[src/rtl/ir_manchester_frame_transmitter_defines.svh]
// Assertion macros for the IR frame transmitter.
`ifndef IR_MANCHESTER_FRAME_TRANSMITTER_DEFINES_SVH
`define IR_MANCHESTER_FRAME_TRANSMITTER_DEFINES_SVH

`ifndef SYNTH

`define IMTX_ASSERT_IMPLY(label, clk, rst, cond, expr) \
  label: assert property (@(posedge clk) disable iff (rst) (cond) |-> (expr)) \
    else $error("imtx check failed");

`define IMTX_ASSERT_NEXT(label, clk, rst, cond, expr) \
  label: assert property (@(posedge clk) disable iff (rst) (cond) |=> (expr)) \
    else $error("imtx check failed");

`else

`define IMTX_ASSERT_IMPLY(label, clk, rst, cond, expr)

`define IMTX_ASSERT_NEXT(label, clk, rst, cond, expr)

`endif

`endif

[src/rtl/imtx_pkg.sv]
package imtx_pkg;

  localparam int DATA_WIDTH_DEFAULT = 16;

  localparam int CFG_DATA_W  = 5;
  localparam int CFG_INDEX_W = 1;
  localparam int BC_W        = 5;
  localparam int PHASE_W     = 2;
  // wide enough to compare bit counts against any DATA_WIDTH up to 32
  localparam int CMP_W       = 7;

  localparam logic [CFG_INDEX_W-1:0] REG_LEADER_BLOCKS = 1'd0;
  localparam logic [CFG_INDEX_W-1:0] REG_DATA_LENGTH   = 1'd1;

  localparam logic [CFG_DATA_W-1:0] LEADER_RESET = 5'd5;
  localparam logic [CFG_DATA_W-1:0] DLEN_RESET   = 5'd16;
  localparam logic [CFG_DATA_W-1:0] LEADER_MAX   = 5'd30;

  localparam logic [BC_W-1:0] PARITY_HALF = 5'd2;
  localparam logic [BC_W-1:0] PARITY_END  = 5'd4;

  localparam logic [PHASE_W-1:0] PH_LEADER = 2'd0;
  localparam logic [PHASE_W-1:0] PH_START  = 2'd1;
  localparam logic [PHASE_W-1:0] PH_DATA   = 2'd2;
  localparam logic [PHASE_W-1:0] PH_PARITY = 2'd3;

  // floor(x/3) for x < 32: (x * 11) >> 5 is exact over that range
  function automatic logic [3:0] div3(input logic [4:0] x);
    logic [9:0] prod;
    prod = {5'd0, x} * 10'd11;
    return prod[8:5];
  endfunction

endpackage

[src/rtl/ir_manchester_frame_transmitter.sv]
// Channel  Direction  Handshake            Payload
// in       input      in_valid / in_ready  action, data_word
// out      output     out_valid/out_ready  carrier_on, busy_res, accepted, frame_done
// cfg      input      cfg_we               cfg_index, cfg_data
//
// One request per cycle: every request is evaluated in the cycle it is accepted
// and its result appears in the output register on the next edge.
// in_ready is high while the output register is empty or being drained.
// A stall on the output side holds the result and blocks new requests.
// rst (synchronous) idles the transmitter with the carrier off and restores
// leader_blocks = 5, data_length = 16.
`include "ir_manchester_frame_transmitter_defines.svh"

module ir_manchester_frame_transmitter #(
  parameter int DATA_WIDTH = imtx_pkg::DATA_WIDTH_DEFAULT
) (
  input  logic                             clk,
  input  logic                             rst,
  input  logic                             in_valid,
  output logic                             in_ready,
  input  logic                             action,
  input  logic [DATA_WIDTH-1:0]            data_word,
  output logic                             out_valid,
  input  logic                             out_ready,
  output logic                             carrier_on,
  output logic                             busy_res,
  output logic                             accepted,
  output logic                             frame_done,
  input  logic                             cfg_we,
  input  logic [imtx_pkg::CFG_INDEX_W-1:0] cfg_index,
  input  logic [imtx_pkg::CFG_DATA_W-1:0]  cfg_data
);
  import imtx_pkg::*;

  localparam int BIT_W = $clog2(DATA_WIDTH);
  localparam logic [CMP_W-1:0] DW_CMP = CMP_W'(DATA_WIDTH);

  logic [CFG_DATA_W-1:0] leader_blocks;
  logic [CFG_DATA_W-1:0] data_length;

  logic [PHASE_W-1:0]    phase, phase_next;
  logic [BC_W-1:0]       block_count, block_count_next;
  logic [BIT_W-1:0]      bit_index, bit_index_next;
  logic [DATA_WIDTH-1:0] shift_word, shift_word_next;
  logic                  even_ones, even_ones_next;
  logic                  sending, sending_next;
  logic                  carrier, carrier_next;
  logic                  accepted_next, done_next;

  logic                  take;
  logic [CFG_DATA_W-1:0] leader_len;
  logic [BC_W-1:0]       on_blocks;
  logic                  cur_bit;
  logic [BIT_W:0]        next_idx;
  logic [CMP_W-1:0]      dlen_ext, dlen_eff;

  assign in_ready   = !out_valid || out_ready;
  assign take       = in_valid && in_ready;
  assign carrier_on = carrier;
  assign busy_res   = sending;

  always_ff @(posedge clk) begin
    if (rst) begin
      leader_blocks <= LEADER_RESET;
      data_length   <= DLEN_RESET;
    end else if (cfg_we) begin
      unique case (cfg_index)
        REG_LEADER_BLOCKS: leader_blocks <= cfg_data;
        REG_DATA_LENGTH:   data_length   <= cfg_data;
        default: ;
      endcase
    end
  end

  assign leader_len = (leader_blocks > LEADER_MAX) ? LEADER_MAX : leader_blocks;
  assign on_blocks  = {div3(leader_len + 5'd1), 1'b0};
  assign cur_bit    = shift_word[bit_index];
  assign next_idx   = {1'b0, bit_index} + {{BIT_W{1'b0}}, 1'b1};
  assign dlen_ext   = CMP_W'(data_length);
  assign dlen_eff   = (dlen_ext > DW_CMP) ? DW_CMP : dlen_ext;

  always_comb begin
    phase_next       = phase;
    block_count_next = block_count;
    bit_index_next   = bit_index;
    shift_word_next  = shift_word;
    even_ones_next   = even_ones;
    sending_next     = sending;
    carrier_next     = carrier;
    accepted_next    = 1'b0;
    done_next        = 1'b0;

    if (action) begin
      if (!sending) begin
        shift_word_next  = data_word;
        even_ones_next   = ~^data_word;
        phase_next       = PH_LEADER;
        bit_index_next   = '0;
        block_count_next = '0;
        sending_next     = 1'b1;
        carrier_next     = 1'b1;
        accepted_next    = 1'b1;
      end
    end else if (sending) begin
      // count advances unless the part ends below
      block_count_next = block_count + 5'd1;
      unique case (phase)
        PH_LEADER: begin
          if (block_count < on_blocks) begin
            carrier_next = 1'b1;
          end else if (block_count <= leader_len) begin
            carrier_next = 1'b0;
          end else begin
            block_count_next = '0;
            phase_next       = PH_START;
          end
        end
        PH_START: begin
          if (block_count == 5'd0) begin
            carrier_next = 1'b1;
          end else if (block_count == 5'd1) begin
            carrier_next = 1'b0;
          end else begin
            block_count_next = '0;
            phase_next       = PH_DATA;
          end
        end
        PH_DATA: begin
          if (block_count == 5'd0) begin
            carrier_next = cur_bit;
          end else if (block_count == 5'd1) begin
            carrier_next = ~cur_bit;
          end else begin
            block_count_next = '0;
            // zero length still sends one bit
            if (CMP_W'(next_idx) >= dlen_eff) begin
              bit_index_next = '0;
              phase_next     = PH_PARITY;
            end else begin
              bit_index_next = next_idx[BIT_W-1:0];
            end
          end
        end
        PH_PARITY: begin
          if (block_count < PARITY_HALF) begin
            carrier_next = even_ones;
          end else if (block_count < PARITY_END) begin
            carrier_next = ~even_ones;
          end else begin
            block_count_next = '0;
            phase_next       = PH_LEADER;
            sending_next     = 1'b0;
            carrier_next     = 1'b0;
            shift_word_next  = '0;
            done_next        = 1'b1;
          end
        end
        default: ;
      endcase
    end
  end

  always_ff @(posedge clk) begin
    if (rst) begin
      phase       <= PH_LEADER;
      block_count <= '0;
      bit_index   <= '0;
      shift_word  <= '0;
      even_ones   <= 1'b0;
      sending     <= 1'b0;
      carrier     <= 1'b0;
      out_valid   <= 1'b0;
      accepted    <= 1'b0;
      frame_done  <= 1'b0;
    end else begin
      if (take) begin
        phase       <= phase_next;
        block_count <= block_count_next;
        bit_index   <= bit_index_next;
        shift_word  <= shift_word_next;
        even_ones   <= even_ones_next;
        sending     <= sending_next;
        carrier     <= carrier_next;
        accepted    <= accepted_next;
        frame_done  <= done_next;
        out_valid   <= 1'b1;
      end else if (out_ready) begin
        out_valid <= 1'b0;
      end
    end
  end

  `IMTX_ASSERT_IMPLY(a_start_keys_on, clk, rst, out_valid && accepted, carrier_on && busy_res)
  `IMTX_ASSERT_IMPLY(a_done_goes_idle, clk, rst, out_valid && frame_done, !carrier_on && !busy_res)
  `IMTX_ASSERT_IMPLY(a_idle_quiet, clk, rst, !sending, !carrier && phase == PH_LEADER && block_count == '0)
  `IMTX_ASSERT_NEXT(a_stall_holds, clk, rst, out_valid && !out_ready, out_valid && $stable(carrier) && $stable(sending))

endmodule
[config.mk]
export PLATFORM = sky130hd
export DESIGN_NAME = ir_manchester_frame_transmitter
export DESIGN_NICKNAME = d
export VERILOG_FILES = /design/src/rtl/imtx_pkg.sv /design/src/rtl/ir_manchester_frame_transmitter.sv
export VERILOG_INCLUDE_DIRS = /design/src /design/src/rtl
export SDC_FILE = /design/constraint.sdc
export NUM_CORES = 1
export LEC_CHECK = 0
export ABC_AREA = 1
export BUFFER_PORTS_ARGS = -buffer_cell sky130_fd_sc_hd__buf_2
export CAP_MARGIN = 15
export CORE_MARGIN = 1
export CORE_UTILIZATION = 31
export DETAILED_ROUTE_END_ITERATION = 8
export SLEW_MARGIN = 20
export SYNTH_ARGS = -nofsm -noshare
export SYNTH_HDL_FRONTEND = slang
export SYNTH_SLANG_ARGS = --single-unit
[constraint.sdc]
create_clock -name clk -period 4.9 [get_ports clk]
set_input_delay 0.98 -clock clk [delete_from_list [all_inputs] [get_ports clk]]
set_output_delay 0.98 -clock clk [all_outputs]
set_load 0.01 [all_outputs]
Word-level counts from Yosys, hierarchy flattened
Index checks and enable logic that the tools add are counted.
{"block": "word_totals", "out_inout_bits": 6, "elab_cells": 134, "romBits": 0, "ram_bits": 0, "reg_bits": 43, "mem_count": 0, "latchBits": 0, "inputBits": 28}
{"block": "classes", "div_mod_pow": 0, "n_reduce_logical": 19, "n_eq_ne": 21, "n_shift": 0, "add_sub_neg": 3, "n_mux": 66, "bitwise": 4, "multipliers": 1, "magnitude_cmp": 8}
{"op": "$mux W16", "count": 6}
{"op": "$mux W5", "count": 11}
{"op": "$mux W4", "count": 7}
{"op": "$ne A3 B3 Y1 const B", "count": 9}
{"op": "$mux W1", "count": 26}
{"op": "$mux W2", "count": 12}
{"op": "$reduce_and A6 Y1", "count": 3}
{"op": "$reduce_xnor A16 Y1", "count": 1}
{"op": "$pmux W5 S3", "count": 1}
{"op": "$ne A4 B4 Y1 const B", "count": 3}
{"op": "$reduce_and A12 Y1", "count": 1}
{"op": "$add A5 B1 Y5 const B", "count": 2}
{"op": "$gt A5 B5 Y1 const B", "count": 2}
{"op": "$ne A2 B2 Y1 const B", "count": 5}
{"op": "$mul A5 B4 Y9 const B", "count": 1}
{"op": "$pmux W2 S4", "count": 1}
{"op": "$reduce_bool A2 Y1", "count": 4}
{"op": "$reduce_and A3 Y1", "count": 2}
{"op": "$add A4 B1 Y5 const B", "count": 1}
{"op": "$eq A5 B1 Y1 const B", "count": 1}
{"op": "$ge A5 B5 Y1", "count": 1}
{"op": "$le A5 B5 Y1", "count": 1}
{"op": "$logic_not A5 Y1", "count": 1}
{"op": "$lt A4 B5 Y1 const B", "count": 1}
{"op": "14 further kinds", "count": 19}

Logic depth before layout (Yosys ltp)
{"block": "depth", "ltp_word": 9, "depth_mapped": 27, "mapped_depth_nobuf": 27}

Least setup slack after synthesis
No wires, ideal clock.
{"block": "synth_timing", "path_kind": "register to register", "startpoint": "register leader_blocks[2]", "endpoint": "register phase[0]", "setup_time_ns": 0.113, "t_required_ns": 4.787, "arrival_ns": 3.727, "period_less_slack_ns": 3.840, "stages_incl_launch_ff": 24, "path_buffers": 0, "slack_ns": 1.060, "cell_sequence": "dfxtp_1 inv_1 nor4_1 nor2_1 nand3_1 xor2_1 ha_1 fa_1 ha_1 or2_1 nand3_1 inv_1 nor2_1 o21bai_1 a21oi_1 ha_1 a21oi_1 nand2_1 nand2_1 nand2_1 nand2_1 nand2_1 nand2_1 nor2_1"}
{"block": "synth_between", "elab_chain_len": 7, "word_cells_on_any_way": 9, "cone_classes": "1 x add/sub; 1 x mul; 3 x order compare; 2 x eq/ne; 1 x mux; 1 x reduce/logical"}
{"item": "start: declaration", "line_no": "ir_manchester_frame_transmitter.sv:38", "source": "logic [CFG_DATA_W-1:0] leader_blocks;"}
{"item": "start signal: assignment", "line_no": "ir_manchester_frame_transmitter.sv:68", "source": "REG_LEADER_BLOCKS: leader_blocks <= cfg_data;"}
{"item": "$gt A5 B5 Y1", "line_no": "ir_manchester_frame_transmitter.sv:75", "source": "assign leader_len = (leader_blocks > LEADER_MAX) ? LEADER_MAX : leader_blocks;"}
{"item": "$mux W5 (*)", "line_no": "ir_manchester_frame_transmitter.sv:75"}
{"item": "$add A5 B1 Y5", "line_no": "ir_manchester_frame_transmitter.sv:76", "source": "assign on_blocks = {div3(leader_len + 5'd1), 1'b0};"}
{"item": "$mul A5 B4 Y9", "line_no": "imtx_pkg.sv:30", "source": "prod = {5'd0, x} * 10'd11;"}
{"item": "$lt A5 B5 Y1", "line_no": "ir_manchester_frame_transmitter.sv:109", "source": "if (block_count < on_blocks) begin"}
{"item": "$ne A3 B3 Y1 (no line)"}
{"item": "$reduce_and A12 Y1 (no line) (*)"}
{"item": "end signal: assignment", "line_no": "ir_manchester_frame_transmitter.sv:177", "source": "phase <= phase_next;"}
{"item": "end: declaration", "line_no": "ir_manchester_frame_transmitter.sv:41", "source": "logic [PHASE_W-1:0] phase, phase_next;"}
Every way passes the cells marked *; elsewhere a longest branch is shown, timed or not.
A chain may end at the register's enable or synchronous reset.

Final worst setup path
{"block": "layout_timing", "startpoint": "register leader_blocks[2]", "endpoint": "register block_count[3]"}
{"block": "layout_between", "elab_chain_len": 9, "word_cells_on_any_way": 11, "cone_classes": "1 x add/sub; 1 x mul; 3 x order compare; 6 x mux"}
{"item": "$gt A5 B5 Y1", "line_no": "ir_manchester_frame_transmitter.sv:75"}
{"item": "$mux W5 (*)", "line_no": "ir_manchester_frame_transmitter.sv:75"}
{"item": "$add A5 B1 Y5", "line_no": "ir_manchester_frame_transmitter.sv:76"}
{"item": "$mul A5 B4 Y9", "line_no": "imtx_pkg.sv:30"}
{"item": "$lt A5 B5 Y1", "line_no": "ir_manchester_frame_transmitter.sv:109"}
{"item": "$mux W5 (*)", "line_no": "ir_manchester_frame_transmitter.sv:109"}
{"item": "$pmux W5 S3 (*)", "line_no": "ir_manchester_frame_transmitter.sv:107", "source": "unique case (phase)"}
{"item": "$mux W5 (*)", "line_no": "ir_manchester_frame_transmitter.sv:104", "source": "end else if (sending) begin"}
{"item": "$mux W5 (*)", "line_no": "ir_manchester_frame_transmitter.sv:93", "source": "if (action) begin"}
{"item": "end signal: assignment", "line_no": "ir_manchester_frame_transmitter.sv:178", "source": "block_count <= block_count_next;"}
{"item": "end: declaration", "line_no": "ir_manchester_frame_transmitter.sv:42", "source": "logic [BC_W-1:0] block_count, block_count_next;"}
Every way passes the cells marked *; elsewhere a longest branch is shown, timed or not. The select of a mux whose other input is x is not followed.

==> impl_metrics.ini <==
[outcome]
status = finished clean

[clock_tree]
post-cts-setup-buffers = 0
cts_tree = done
cts_buffer_depth = 2
clk_pin_slew_ps = 80
htreeDepth = 2
cts_resized = 0
holdBufCountCts = 0
cts.sinks = 43
cts_buffers = 5
cts.root.buffer_cell = clkbuf_8
insertion_delay_ps = 290

[pwr]
cellPowerDensity_nw_per_um2 = 246.1
ir_worst_vdd_v = 0.0001317
leakagePower_nw = 1.572

[logic_synthesis]
syn_avg_cell_area_um2 = 7.234
yosysTopAreaCell = dfxtp_1
synthTopCellsByArea = dfxtp_1 27%, ha_1 15%, nand3_1 8.0%
postSynthCellCount = 439
yosysSeqAreaShare = 0.2711
synth_area_um2 = 3176
ys_warn_count = 0
synth_cell_types = 36
synth_fp_nets = 506
yosys_register_bits = 43
synth_top_area_share = 0.2711

[critical_path]
cp.buffers_inverters = 3
r2r_start = leader_blocks[2]$_SDFFE_PP1P_
crit_family = simple AND/OR/NAND/NOR gates
arrival_ps = 4360
worstSetupStartpoint = leader_blocks[2]$_SDFFE_PP1P_
critPathKind = reg2reg
crit_slowest_cell = fa_1
cp-end-kind = register
slowest_delay_ps = 460
path_max_fanout = 6
startpoint_type = register
cp.required_ps = 5060
crit_chain = inv_1 -> nor4_1 -> nor2_1 -> nand3_1 -> xor2_1 -> ha_1 -> fa_1 -> ha_1 -> or2_1 -> nand3_1 -> inv_1 -> nor2_1 -> o21bai_1 -> xnor2_1 -> ha_1 -> nand2_1 -> inv_1 -> nand2_1 -> nand2_1 -> nand3_1 -> nand3b_1 -> a21oi_1

[timing]
setup_tns_ps = 0
slew_viol_final = 0
worst_clock_skew_ps = 3.542
hold_viol = 0
finalCritPeriodShare = 0.8569
clock.fmax_mhz = 238.2
setup_viol = 0
worst_pin_slew_ps = 930.2
slew_headroom = 0.3778
fin_crit_ps = 4199
rsz0062_at_grt = false

[finish]
final_cell_mix = 65 x nand2_1, 60 x inv_1, 51 x nand3_1
drive_above_1_share = 0.1263
diodes = 0
final_common_cell = nand2_1
synthToLayoutAreaGrowth_pct = 10.60
instances_no_fill = 600
nets = 533

[placed_design]
dp_cells = 592
port_buffers = 33
place_hpwl_mm = 5.239
place.gp.congestion = 0.7738

[floorplanning]
dieArea_um2 = 10650
start_util = 0.3219
core_area_um2 = 9864
die_h_um = 103.2
pin_count = 34
rows = 36
die_w_um = 103.2

[grt]
grt_busiest_layer = met2
grt_pass1_wl_mm = 11.72
grt_max_degree = 33
grt_use_met2 = 0.2323
grt_pass1_vias = 2653
met3_usage = 0.01949
grt_usage = 0.1363
met1_usage = 0.1828
overflow = 0
grt_antenna_before_repair = 0

[detailed_routing]
totalWireLength_mm = 6.669
via_per_inst = 4.675
drc = 0
detail-route-antenna-nets = 0
drt-wirelength-per-cell_um = 11.12
num_vias = 2805
drtPass1Iterations = 4
drtIter0Drc = 99

[hold_path]
min_from = data_length[0]$_SDFFE_PP0P_
hold_path_class = reg2reg

[flow_run]
maxCapViolations = 0
## tightest hold or removal path: stages, from the launching register on
cell	delay [ps]
dfxtp_1	320
inv_1	70
a21oi_1	60
## final timing paths
check                                      to  slack (ps)  cells after the start
setup / recovery  block_count[3]$_SDFFE_PP0P_         700                     22
hold / removal    data_length[0]$_SDFFE_PP0P_         480                      2
hold reg to reg   data_length[0]$_SDFFE_PP0P_         480                      2
setup reg to reg  block_count[3]$_SDFFE_PP0P_         700                     22
## layout make-up
cell class,instances,area [um2]
fill,1060,6352
multi-input combinational,318,1991
clock inverter,2,12.51
inverter,65,244.0
timing repair buffer,33,165.2
clock buffer,6,72.57
sequential,43,860.8
tap,133,166.4
## cell families after synthesis
group           share of synthesized area
xor+xnor                          0.07447
fa+ha+maj                          0.1560
simple gates                       0.2711
buf+inv                            0.1020
compound gates                     0.1253
flops                              0.2711
## Yosys cell counts
| cell type | count |
|---|---|
| xor2_1 | 12 |
| ha_1 | 38 |
| a32oi_1 | 1 |
| a22oi_1 | 3 |
| nor2_2 | 2 |
| inv_1 | 60 |
| nor4_1 | 1 |
| buf_6 | 4 |
| nand2_2 | 2 |
| inv_2 | 4 |
| o31ai_1 | 2 |
| nand3_2 | 1 |
| nand2_1 | 65 |
| nand3b_1 | 1 |
| nor3_1 | 2 |
| buf_2 | 1 |
| xnor2_1 | 15 |
| fa_1 | 1 |
| or2_1 | 15 |
| o211ai_1 | 3 |
| or2_2 | 2 |
| clkinv_1 | 1 |
| a21oi_2 | 5 |
| o2111ai_1 | 1 |
| nor3_4 | 2 |
| o21bai_1 | 1 |
| nor2_1 | 34 |
| nand2_4 | 1 |
| o41ai_1 | 1 |
| o21ai_0 | 15 |
| clkbuf_1 | 7 |
| nand3_1 | 51 |
| dfxtp_1 | 43 |
| buf_1 | 1 |
| a21oi_1 | 37 |
| nand4_1 | 4 |
## through the flow
step                        util  instance area, um2  hold slack (ps)  total power, mW  setup slack (ps)
after floorplan                -                3176            444.8           0.5886              1060
after global placement    0.3474                3427            473.8           0.6440             835.2
after detailed placement  0.3474                3427            473.0           0.6488             675.8
after CTS                 0.3560                3512            486.8           0.8763             654.6
after global routing      0.3560                3512            512.3           0.9390             227.2
final                     0.3560                3512            481.6           0.8644             701.0
## power breakdown
| part | internal (mW) | leakage [nW] | switching, mW |
|---|---|---|---|
| logic | 0.109 | 1.18 | 0.155 |
| registers | 0.364 | 0.351 | 0.0108 |
| clock network | 0.0999 | 0.0412 | 0.126 |
| total | 0.573 | 1.57 | 0.291 |
## per-layer routing
metal / vias up / share of wire / routed length (um)
met2: 36 / 0.46 / 3051
met3: 2 / 0.029 / 193
met5: - / 0 / 0
li1: 1478 / - / -
met4: 0 / 0.0060 / 40
met1: 1289 / 0.51 / 3383
## sequential cells by signal, indices dropped and copies added, names as in the netlist
register and cells:
accepted 1, bit_index 4, block_count 5, busy_res 1, carrier_on 1, data_length 5
even_ones 1, frame_done 1, leader_blocks 5, out_valid 1, phase 2, shift_word 16
No activity file was read; power rests on OpenSTA's default activity.
